File: config.mk
export PLATFORM = sky130hd
export DESIGN_NAME = xdn_div_step
export DESIGN_NICKNAME = d
export VERILOG_FILES = /design/src/sv/xdn_pkg.sv /design/src/sv/xdn_div_step.sv
export SDC_FILE = /design/constraint.sdc
export NUM_CORES = 1
export LEC_CHECK = 0
export BUFFER_PORTS_ARGS = -buffer_cell sky130_fd_sc_hd__buf_2
export CORE_AREA = 2 2 169 171
export DETAILED_ROUTE_END_ITERATION = 6
export DIE_AREA = 0 0 171 173
export GPL_TIMING_DRIVEN = 0
export PLACE_DENSITY_LB_ADDON = 0.2
export SYNTH_ARGS = -nofsm -noshare
export SYNTH_HDL_FRONTEND = slang
export SYNTH_SLANG_ARGS = --single-unit
File: constraint.sdc
create_clock -name clk_i -period 4.2 [get_ports clk_i]
set_clock_uncertainty 0.2 [all_clocks]
set_input_delay 0.63 -clock clk_i [delete_from_list [all_inputs] [get_ports clk_i]]
set_output_delay 0.63 -clock clk_i [all_outputs]
set_load 0.005 [all_outputs]
File: src/sv/xdn_pkg.sv
// Shared types and constants of the X-drive wheel mix and normalize unit.
// Used by xdn_front, xdn_div_step and the top level; depends on nothing.
package xdn_pkg;

  // Field widths
  localparam int unsigned InW    = 16;  // body velocity components
  localparam int unsigned TgtW   = 15;  // target speed register
  localparam int unsigned WheelW = 18;  // signed wheel speed
  localparam int unsigned MagW   = 17;  // wheel magnitude, up to 98304
  localparam int unsigned ProdW  = MagW + TgtW;  // magnitude times target
  localparam int unsigned QuoW   = TgtW;  // scaled wheel never exceeds target
  localparam int unsigned Lanes  = 4;

  // Lane order matches the output word
  localparam int unsigned LaneFl = 0;
  localparam int unsigned LaneFr = 1;
  localparam int unsigned LaneRl = 2;
  localparam int unsigned LaneRr = 3;

  // Pipeline shape: three front stages, one divide stage per quotient bit,
  // one output stage
  localparam int unsigned FrontStages = 3;
  localparam int unsigned DivStages   = QuoW;
  localparam int unsigned NumStages   = FrontStages + DivStages + 1;

  // Word that moves through the divider stages. acc holds the partial
  // remainder in the top MagW bits and the not yet consumed dividend bits
  // (shifting out) plus the quotient bits (shifting in) in the low QuoW bits.
  typedef struct packed {
    logic [Lanes-1:0][WheelW-1:0] raw;
    logic [Lanes-1:0][ProdW-1:0]  acc;
    logic [MagW-1:0]              divisor;
    logic                         scale;
  } div_word_t;

endpackage

File: src/sv/xdn_div_step.sv
// One restoring division step for all four lanes, one quotient bit each.
// Registered output; depends on xdn_pkg.
module xdn_div_step (
  input  logic               clk_i,
  input  logic               en_i,
  input  xdn_pkg::div_word_t word_i,
  output xdn_pkg::div_word_t word_o
);

  localparam int unsigned MW = xdn_pkg::MagW;
  localparam int unsigned QW = xdn_pkg::QuoW;
  localparam int unsigned NL = xdn_pkg::Lanes;

  xdn_pkg::div_word_t word_d, word_q;
  logic [MW:0] trial;
  logic [MW:0] diff;
  logic        ge;

  // Shift in the next dividend bit, subtract the divisor when it fits
  always_comb begin
    word_d = word_i;
    trial  = '0;
    diff   = '0;
    ge     = 1'b0;
    for (int i = 0; i < NL; i++) begin
      trial = {word_i.acc[i][MW+QW-1:QW], word_i.acc[i][QW-1]};
      diff  = trial - {1'b0, word_i.divisor};
      ge    = trial >= {1'b0, word_i.divisor};
      word_d.acc[i] = {(ge ? diff[MW-1:0] : trial[MW-1:0]), word_i.acc[i][QW-2:0], ge};
    end
  end

  always_ff @(posedge clk_i) begin
    if (en_i) begin
      word_q <= word_d;
    end
  end

  assign word_o = word_q;

endmodule

==> summary.txt <==
Status -> complete, no violations
Cts bufs inserted -> 25
Layout area overhead -> 32.46%
Clock-pin slew on the worst setup and hold paths -> 0.06 ns
Worst setup path class -> in -> reg
Worst Max-Slew Pin Slew -> 0.7902 ns
Slowest CP cell -> fa_1
Root Buffer -> clkbuf_16
Clock power share -> 33.4%
CP delay by family, top -> compound AO/OA/AOI/OAI gates
Max incr delay on CP -> 0.56 ns
Cell count after synthesis -> 804
Period utilisation layout -> 84.38%
Number of synthesized flops with an enable pin -> 218
Max FFs per register -> 218
Sw Share -> 26.96%
Comb pwr share -> 19.9%
Residual DRC -> 0
Maximum clock frequency -> 282.2 MHz
RSZ-0062 raised after global routing -> false
Synth Area per Inst -> 13.13 um2
Core ar. -> 27,630 um2
Launch point of the worst path -> word_i[2]
Vias per inst -> 5.003
Overall Power -> 5.837 mW
GRT Total Usage -> 22.03%
Non-Filler Instances -> 1,670
Cts hold-fix bufs -> 0
Netlist Area Pre-Place -> 10,550 um2
Post-route ant nets -> 0
Most common cell in the netlist -> edfxtp_1
Data arrival, critical path -> 3.62 ns
Drt total wl -> 34,470 um
Worst Hold Slack -> 0.07990 ns
Port Buffers -> 437
Max transition margin -> 47.32%
HP Start -> word_i[25]
CTS tree -> yes
Filler instances -> 2,556
Post-CTS Setup Inserts -> 0
CP Buf/Inv Count -> 4
Vias in the first global route -> 8,127
Pwr/cell area -> 417.6 nW/um2
Syn_nets -> 1,096
Post-cts sizing count -> 0
Clk buf depth -> 3
Flop pwr share -> 46.7%
Min-Delay Path Class -> in -> reg
Post-synth top flop -> edfxtp_1
DRT iter0 DRCs -> 483
Gpl congestion -> 0.8504
First-pass DRT Iterations -> 5
Internal -> 4.263 mW
Max-slew violation count -> 0
Final min period -> 3.544 ns
Critical path peak fanout -> 10
Worst vdd ir -> 294.3 uV
Max Cap Viol -> 0
DP Wirelength -> 26,170 um
Sequential fraction of the synthesis area -> 62.03%
Hold violation count in the final report -> 0
NumNets Final -> 1,561
Vias -> 8,355
H-tree depth -> 1
Dpl cells -> 1,620
WP data required -> 4.27 ns
First-pass GRT wire length -> 48,720 um
Crit path cell chain -> buf_2 > inv_1 > fa_1 > a21oi_1 > o21ai_1 > a21oi_1 > o21ai_1 > a221oi_2 > o21a_1 > buf_4 > buf_6 > mux2_2
Rows -> 61
Initial antenna violation count -> 12
Finish-stage setup viols -> 0
Post-synth top area share -> 62.03%
Ports -> 438
P_leak -> 6.067 nW
Initial Util -> 38.20%
Yosys reg bits -> 218
Synth cell types -> 60
Die area -> 29,580 um2
Synth top cells by count -> edfxtp_1, nand2_1, ha_1
Die width -> 171 um
Clock sink total -> 218
Share of post-route cells with drive strength above 1 -> 39.72%
Top post-synthesis cells by area -> edfxtp_1, ha_1, a21oi_1
Die Y -> 173 um
Wire per inst -> 20.64 um
Global route overflow -> 0
Yosys top cell by area -> edfxtp_1
Endpoint class of the critical path -> flop
Warnings, synthesis -> 0
Startpoint Class -> input pin
Largest net degree at the start of global routing -> 121
Post-synthesis async set-or-reset flop share -> 0%
Net Switching -> 1.574 mW
-- worst paths after layout --
kind	to	slack (ns)	depth (start not counted)
worst min-delay path	word_o[26]$_DFFE_PP_	0.08	1
worst max-delay path	word_o[74]$_DFFE_PP_	0.66	12
-- final cells by class --
cell class                      count  area [um2]  area share (%)
Multi-Input combinational cell    521        3735           26.72
Tap cell                          378       473.0           3.383
Clock buffer                       28       636.9           4.556
Buffer                             15       85.08          0.6086
Timing Repair Buffer              438        2225           15.91
Clock inverter                     14       71.32          0.5102
Sequential cell                   218        6546           46.83
Antenna cell                        8       20.02          0.1432
Inverter                           50       187.7           1.343
-- power by group through the flow --
stage / registers, mW / clock network, mW / logic [mW]
2_1_floorplan: 2.81 / 0 / 0.549
3_3_place_gp: 2.78 / 0 / 1.15
3_5_place_dp: 2.77 / 0 / 1.16
4_1_cts: 2.73 / 2.00 / 1.17
5_1_grt: 2.75 / 2.08 / 1.28
6_report: 2.73 / 1.95 / 1.16
-- per-stage QoR --
step                cell area, um2  setup TNS, ns  util [%]  setup WS [ns]
CTS                          13960              0     50.53         0.6911
floorplan                    10550              0         -         0.8598
global placement             13210        -165.60     47.83        -0.7812
detailed placement           13250              0     47.96         0.1419
finish                       13980              0     50.60         0.6560
global route                 13970              0     50.56         0.4824
-- layout by cell type, fill, tap and decap left out, types with 5 or more instances in the layout --
| master | Yosys | layout |
|---|---|---|
| buf_2 | 2 | 438 |
| edfxtp_1 | 218 | 218 |
| nand2_1 | 70 | 70 |
| ha_1 | 68 | 68 |
| a21oi_1 | 59 | 59 |
| o21ai_0 | 58 | 58 |
| inv_1 | 49 | 49 |
| nor2_1 | 31 | 31 |
| xnor2_1 | 29 | 29 |
| clkbuf_16 | 0 | 25 |
| mux2_2 | 20 | 20 |
| xor2_1 | 19 | 19 |
| a21o_1 | 18 | 18 |
| o21ai_1 | 14 | 14 |
| nand3_1 | 12 | 12 |
| clkbuf_1 | 8 | 11 |
| nand4_1 | 11 | 11 |
| o21bai_1 | 10 | 10 |
| a211oi_1 | 9 | 9 |
| diode_2 | 0 | 8 |
| o21a_1 | 7 | 7 |
| and3_1 | 6 | 6 |
| nor2b_1 | 6 | 6 |
| nor3_1 | 6 | 6 |
| nand2b_1 | 6 | 6 |
| clkinv_2 | 0 | 6 |
| o31ai_1 | 5 | 5 |
| clkinv_1 | 0 | 5 |
-- cell families (layout without fill, tap and decap cells) --
logic type      Yosys count  after routing  share of synthesized area (%)
fa+ha+maj                72             72                          8.820
other cells               0              8                              0
xor+xnor                 48             48                          3.983
flops                   218            218                          62.03
compound gates          217            217                          12.96
simple gates            158            158                          6.888
mux                      26             26                          2.739
buf+inv                  65            545                          2.584
-- layer usage --
layer	vias up	global-route usage [%]	share of wire, %
li1	4000	-	-
met1	3946	26.45	40
met2	325	36.93	47
met3	72	6.912	9.0
met4	12	8.227	3.8
met5	-	0	0.22
Note: power is estimated with default switching activity, not from simulation.
