**config.mk**
```make
export PLATFORM = sky130hd
export DESIGN_NAME = xdn_front
export DESIGN_NICKNAME = d
export VERILOG_FILES = /design/src/sv/xdn_pkg.sv /design/src/sv/xdn_front.sv
export SDC_FILE = /design/constraint.sdc
export NUM_CORES = 2
export LEC_CHECK = 0
export ABC_AREA = 1
export BUFFER_PORTS_ARGS = -buffer_cell sky130_fd_sc_hd__buf_2
export CORE_ASPECT_RATIO = 0.9
export CORE_MARGIN = 4
export CORE_UTILIZATION = 45
export CTS_BUF_LIST = sky130_fd_sc_hd__clkbuf_16
export CTS_CLUSTER_SIZE = 14
export DETAILED_ROUTE_END_ITERATION = 12
export SYNTH_ARGS = -nofsm -noshare
export SYNTH_HDL_FRONTEND = slang
export SYNTH_SLANG_ARGS = --single-unit
```
**constraint.sdc**
```tcl
create_clock -name clk_i -period 6.8 [get_ports clk_i]
set_input_delay 1.36 -clock clk_i [delete_from_list [all_inputs] [get_ports clk_i]]
set_output_delay 1.36 -clock clk_i [all_outputs]
set_load 0.01 [all_outputs]
```
**src/sv/xdn_pkg.sv**
```systemverilog
// Shared types and constants of the X-drive wheel mix and normalize unit.
// Used by xdn_front, xdn_div_step and the top level; depends on nothing.
package xdn_pkg;

  // Field widths
  localparam int unsigned InW    = 16;  // body velocity components
  localparam int unsigned TgtW   = 15;  // target speed register
  localparam int unsigned WheelW = 18;  // signed wheel speed
  localparam int unsigned MagW   = 17;  // wheel magnitude, up to 98304
  localparam int unsigned ProdW  = MagW + TgtW;  // magnitude times target
  localparam int unsigned QuoW   = TgtW;  // scaled wheel never exceeds target
  localparam int unsigned Lanes  = 4;

  // Lane order matches the output word
  localparam int unsigned LaneFl = 0;
  localparam int unsigned LaneFr = 1;
  localparam int unsigned LaneRl = 2;
  localparam int unsigned LaneRr = 3;

  // Pipeline shape: three front stages, one divide stage per quotient bit,
  // one output stage
  localparam int unsigned FrontStages = 3;
  localparam int unsigned DivStages   = QuoW;
  localparam int unsigned NumStages   = FrontStages + DivStages + 1;

  // Word that moves through the divider stages. acc holds the partial
  // remainder in the top MagW bits and the not yet consumed dividend bits
  // (shifting out) plus the quotient bits (shifting in) in the low QuoW bits.
  typedef struct packed {
    logic [Lanes-1:0][WheelW-1:0] raw;
    logic [Lanes-1:0][ProdW-1:0]  acc;
    logic [MagW-1:0]              divisor;
    logic                         scale;
  } div_word_t;

endpackage

```
**src/sv/xdn_front.sv**
```systemverilog
// Front end of the wheel mixer: mix, magnitude and max, then scale multiply.
// Three register stages; depends on xdn_pkg.
module xdn_front (
  input  logic                          clk_i,
  input  logic [xdn_pkg::FrontStages-1:0] en_i,
  input  logic signed [xdn_pkg::InW-1:0] x_speed_i,
  input  logic signed [xdn_pkg::InW-1:0] y_speed_i,
  input  logic signed [xdn_pkg::InW-1:0] turn_speed_i,
  input  logic                          normalize_i,
  input  logic [xdn_pkg::TgtW-1:0]      target_speed_i,
  output xdn_pkg::div_word_t            word_o
);

  localparam int unsigned WW = xdn_pkg::WheelW;
  localparam int unsigned MW = xdn_pkg::MagW;
  localparam int unsigned NL = xdn_pkg::Lanes;

  // Stage 0: wheel mix
  logic signed [WW-1:0] x_ext, y_ext, r_ext;
  logic [NL-1:0][WW-1:0] mix_d, mix_q;
  logic norm0_q;

  always_comb begin
    x_ext = WW'(x_speed_i);
    y_ext = WW'(y_speed_i);
    r_ext = WW'(turn_speed_i);
    mix_d[xdn_pkg::LaneFl] = y_ext + x_ext + r_ext;
    mix_d[xdn_pkg::LaneFr] = y_ext - x_ext - r_ext;
    mix_d[xdn_pkg::LaneRl] = y_ext - x_ext + r_ext;
    mix_d[xdn_pkg::LaneRr] = y_ext + x_ext - r_ext;
  end

  always_ff @(posedge clk_i) begin
    if (en_i[0]) begin
      mix_q   <= mix_d;
      norm0_q <= normalize_i;
    end
  end

  // Stage 1: magnitudes and largest magnitude
  logic [NL-1:0][MW-1:0] mag_d, mag_q;
  logic [MW-1:0] max_a, max_b, max_d, max_q;
  logic [NL-1:0][WW-1:0] raw1_q;
  logic norm1_q;
  logic [WW-1:0] neg_tmp;

  always_comb begin
    neg_tmp = '0;
    for (int i = 0; i < NL; i++) begin
      neg_tmp  = -mix_q[i];
      mag_d[i] = mix_q[i][WW-1] ? neg_tmp[MW-1:0] : mix_q[i][MW-1:0];
    end
    max_a = (mag_d[0] > mag_d[1]) ? mag_d[0] : mag_d[1];
    max_b = (mag_d[2] > mag_d[3]) ? mag_d[2] : mag_d[3];
    max_d = (max_a > max_b) ? max_a : max_b;
  end

  always_ff @(posedge clk_i) begin
    if (en_i[1]) begin
      mag_q   <= mag_d;
      max_q   <= max_d;
      raw1_q  <= mix_q;
      norm1_q <= norm0_q;
    end
  end

  // Stage 2: magnitude times target, the dividend of each lane
  xdn_pkg::div_word_t word_d, word_q;

  always_comb begin
    word_d.raw     = raw1_q;
    word_d.divisor = max_q;
    word_d.scale   = norm1_q && (max_q != '0);
    for (int i = 0; i < NL; i++) begin
      word_d.acc[i] = mag_q[i] * target_speed_i;
    end
  end

  always_ff @(posedge clk_i) begin
    if (en_i[2]) begin
      word_q <= word_d;
    end
  end

  assign word_o = word_q;

endmodule

```
==> flow_summary_export.csv <==
group,metric,value,unit
sta,finalHoldViolations,0,
grt,globalRoute.totalOverflow,0,
placed_design,globalplace.congestion,0.921,
flow_run,maxCapViolCount,0,
worst_setup_path,critical_path_buf_inv_count,6,
finish,finalCoreUtilization,0.519,
detailed_routing,drtIter0Drc,2902,
detailed_routing,vias,41800,
grt,grt_pass1_wl,236,mm
floorplanning,die_area,129000,um2
finish,design.final.nets,8194,
worst_setup_path,timing.critical_path.slowest_cell_delay,0.55,ns
placed_design,place.port_buffers,285,
status,outcome,"finished clean",
synthesis,postSynthRegisterBits,437,
finish,multiInputGateArea,35000,um2
detailed_routing,detail-route-antenna-nets,0,
worst_setup_path,worstPathMaxFanout,16,
sta,min_period,6.51,ns
detailed_routing,drt_pass1_iterations,6,
synthesis,yosys.cell_types.count,55,
synthesis,yosys_warnings,0,
synthesis,sequential_area_share_after_synthesis,0.237,
sta,achievable-frequency,0.154,GHz
sta,fin_crit_sh,0.957,
clock_tree,cts.sinks,437,
clock_tree,cts_setup_buffers,0,
floorplanning,core_area,122000,um2
floorplanning,io_pins,286,
synthesis,syn_area,55300,um2
synthesis,synth_nets,7670,
worst_setup_path,cp_top_family,"adder cells",
finish,most_common_cell_after_layout_fill_and_taps_aside,"sky130_fd_sc_hd__inv_1",
synthesis,synth_edf_count,437,
placed_design,dp_hpwl,125,mm
clock_tree,numCtsBuffers,52,
sta,rsz_0062_raised_after_global_routing,"no",
detailed_routing,avgRoutedWirePerCell,17.7,um
grt,grt_max_degree,113,
finish,final_layout_size_suffix_gt1_frac,0.119,
worst_setup_path,timing.critical_path.from_type,"input port",
finish,mostFrequentLayoutCells,"1691 x sky130_fd_sc_hd__inv_1, 1430 x sky130_fd_sc_hd__nand2_1, 778 x sky130_fd_sc_hd__fa_1",
synthesis,async_flop_share,0,
worst_setup_path,setup.worst_path.end_class,"flip-flop",
sta,worst_clk_skew,0.0320,ns
grt,first_global_vias,42600,
floorplanning,fp_rows,121,
grt,antenna_violations_before_repair,6,
worst_setup_path,worst_path_required,7.23,ns
synthesis,postSynthAreaPerCell,8.80,um2
sta,worstMarginPinSlew,0.953,ns
worst_setup_path,critical_path.most_common_cell,"sky130_fd_sc_hd__fa_1",
worst_setup_path,worstSetupPathType,"input port to flip-flop",
synthesis,yosys_most_used_dff,"sky130_fd_sc_hd__edfxtp_1",
grt,global_route.usage.total,0.235,
clock_tree,tritoncts,"done",
clock_tree,path_clk_slew,0.07,ns
worst_setup_path,cp.arrival,6.94,ns
sta,setup-violations-final,0,
finish,filler_cell_count,11400,
detailed_routing,drt_drc,0,
finish,final-seq-area,13100,um2
finish,areaGrowthSynthToFinish,14.0,%
clock_tree,clock_tree.buffer_depth,3,
detailed_routing,finalWirelength,150,mm
sta,max-slew-margin-rel,0.365,
worst_setup_path,cp_slowest_cell,"sky130_fd_sc_hd__fa_1",
sta,tns,0,ns
detailed_routing,vias_per_cell,4.94,
worst_setup_path,crit_path_cell_trace,"buf_2 > buf_4 > buf_4 > nand2_1 > fa_1 > inv_1 > fa_1 > fa_1 > fa_1 > fa_1 > inv_1 > fa_1 > inv_1 > ha_1 > nand2_1 > nor4_1 > nand3_1 > nand3_1 > nand3_1 > nand3_1 > a21oi_1 > xor2_1",
clock_tree,cts_max_level,2,
clock_tree,clock-root-buffer,"sky130_fd_sc_hd__clkbuf_16",
floorplanning,dieHeight,341,um
clock_tree,worstSkewPairLatency,0.68,ns
floorplanning,initial_core_util,0.455,
synthesis,postSynthCellCount,6288,
floorplanning,chipWidth,378,um
hold_path,hold_path.class,"flip-flop to flip-flop",
sta,drv_slew,0,
==> worst reg2reg max path: stages (launching register included) <==
cell,delay [ns]
sky130_fd_sc_hd__edfxtp_1,0.68
sky130_fd_sc_hd__nand2_1,0.18
sky130_fd_sc_hd__inv_1,0.08
sky130_fd_sc_hd__fa_1,0.60
sky130_fd_sc_hd__inv_1,0.08
sky130_fd_sc_hd__fa_1,0.54
sky130_fd_sc_hd__inv_1,0.05
sky130_fd_sc_hd__fa_1,0.49
sky130_fd_sc_hd__inv_1,0.05
sky130_fd_sc_hd__fa_1,0.58
sky130_fd_sc_hd__fa_1,0.47
sky130_fd_sc_hd__fa_1,0.51
sky130_fd_sc_hd__inv_1,0.06
sky130_fd_sc_hd__ha_1,0.31
sky130_fd_sc_hd__nand2_1,0.07
sky130_fd_sc_hd__nor2_1,0.05
sky130_fd_sc_hd__nand3_1,0.08
sky130_fd_sc_hd__o2111ai_1,0.14
sky130_fd_sc_hd__a21boi_0,0.32
sky130_fd_sc_hd__o21bai_1,0.11
sky130_fd_sc_hd__buf_4,0.15
sky130_fd_sc_hd__nand2_1,0.06
sky130_fd_sc_hd__inv_1,0.04
sky130_fd_sc_hd__o21ai_0,0.14
sky130_fd_sc_hd__nand2_1,0.06
==> kinds of logic (layout without fill, tap and decap cells) <==
group	count (synthesis)	in the layout	synth area share
other cells	0	2	0
compound gates	481	481	0.0490
flops	437	437	0.237
xor+xnor	257	257	0.0407
simple gates	1886	1886	0.140
buf+inv	1913	2480	0.131
fa+ha+maj	1314	1314	0.403
==> layer usage <==
layer,vias up,global-route usage,wire length [um]
met1,20500,0.336,68600
met5,-,0.00528,123
li1,19900,-,-
met3,200,0.0359,10000
met2,1190,0.372,66800
met4,6,0.0647,4100
==> repair_timing <==
item | CTS | global route
resized for setup | 0 | 1
hold buffers | 0 | 0
setup endpoints to repair | 0 | 3
==> cell type report <==
| class | count | share of cell area |
|---|---|---|
| Inverter | 1702 | 0.101 |
| Tap cell | 1599 | 0.0317 |
| Clock inverter | 44 | 0.00736 |
| Antenna cell | 2 | 0.0000793 |
| Multi-Input combinational cell | 3938 | 0.554 |
| Sequential cell | 437 | 0.208 |
| Clock buffer | 53 | 0.0210 |
| Timing Repair Buffer | 681 | 0.0762 |
==> metrics by stage <==
step                      cells  hold slack (ns)  area [um2]  setup slack, ns
final                      8456            0.413       63100            0.295
after floorplan            6288            0.400       55300           0.0136
after global routing       8454            0.421       63100           0.0183
after detailed placement   8357            0.405       61300           -0.407
after global placement     8357            0.402       61300           -0.380
after CTS                  8454            0.416       63100            0.313
==> flip-flops by register name, summed over array words and instances, names as in the netlist <==
signal / cells
raw1_q: 68
word_o: 214
mix_q: 70
norm1_q: 1
norm0_q: 1
mag_q: 66
max_q: 17
==> Yosys cell counts, types with 7 or more instances <==
| cell type | count | area, um2 |
|---|---|---|
| sky130_fd_sc_hd__nand4_1 | 25 | 156 |
| sky130_fd_sc_hd__o21ai_1 | 9 | 45.0 |
| sky130_fd_sc_hd__nor2_1 | 146 | 548 |
| sky130_fd_sc_hd__buf_1 | 46 | 173 |
| sky130_fd_sc_hd__xor2_1 | 203 | 1780 |
| sky130_fd_sc_hd__nand3_1 | 152 | 761 |
| sky130_fd_sc_hd__o211ai_1 | 10 | 75.1 |
| sky130_fd_sc_hd__nor4_1 | 20 | 125 |
| sky130_fd_sc_hd__or2_2 | 11 | 68.8 |
| sky130_fd_sc_hd__clkbuf_1 | 146 | 548 |
| sky130_fd_sc_hd__o21ai_0 | 122 | 611 |
| sky130_fd_sc_hd__nand2_1 | 1430 | 5370 |
| sky130_fd_sc_hd__fa_1 | 778 | 15600 |
| sky130_fd_sc_hd__o2111ai_1 | 7 | 61.3 |
| sky130_fd_sc_hd__nor3_1 | 34 | 170 |
| sky130_fd_sc_hd__and2_1 | 19 | 119 |
| sky130_fd_sc_hd__nand3b_1 | 17 | 128 |
| sky130_fd_sc_hd__o21a_1 | 8 | 60.1 |
| sky130_fd_sc_hd__o31ai_1 | 8 | 60.1 |
| sky130_fd_sc_hd__a21oi_1 | 237 | 1190 |
| sky130_fd_sc_hd__buf_2 | 10 | 50.1 |
| sky130_fd_sc_hd__nand2_2 | 14 | 87.6 |
| sky130_fd_sc_hd__a21o_1 | 19 | 143 |
| sky130_fd_sc_hd__o21bai_1 | 16 | 120 |
| sky130_fd_sc_hd__a21boi_0 | 9 | 67.6 |
| sky130_fd_sc_hd__edfxtp_1 | 437 | 13100 |
| sky130_fd_sc_hd__xnor2_1 | 54 | 473 |
| sky130_fd_sc_hd__inv_1 | 1687 | 6330 |
| sky130_fd_sc_hd__a31oi_1 | 11 | 68.8 |
| sky130_fd_sc_hd__ha_1 | 536 | 6710 |
| sky130_fd_sc_hd__inv_2 | 14 | 52.6 |
==> final timing paths <==
check,startpoint,end,slack [ns],cells past startpoint
setup / recovery,target_speed_i[3],word_o[47],0.29,22
hold / removal,raw1_q[65],word_o[211],0.41,0
setup reg to reg,mag_q[29],word_o[79],0.66,24
hold reg to reg,raw1_q[65],word_o[211],0.41,0
Power is left out: the tool's default activity adds up to more than one toggle a clock period on the data nets, which glitch-free logic cannot reach.
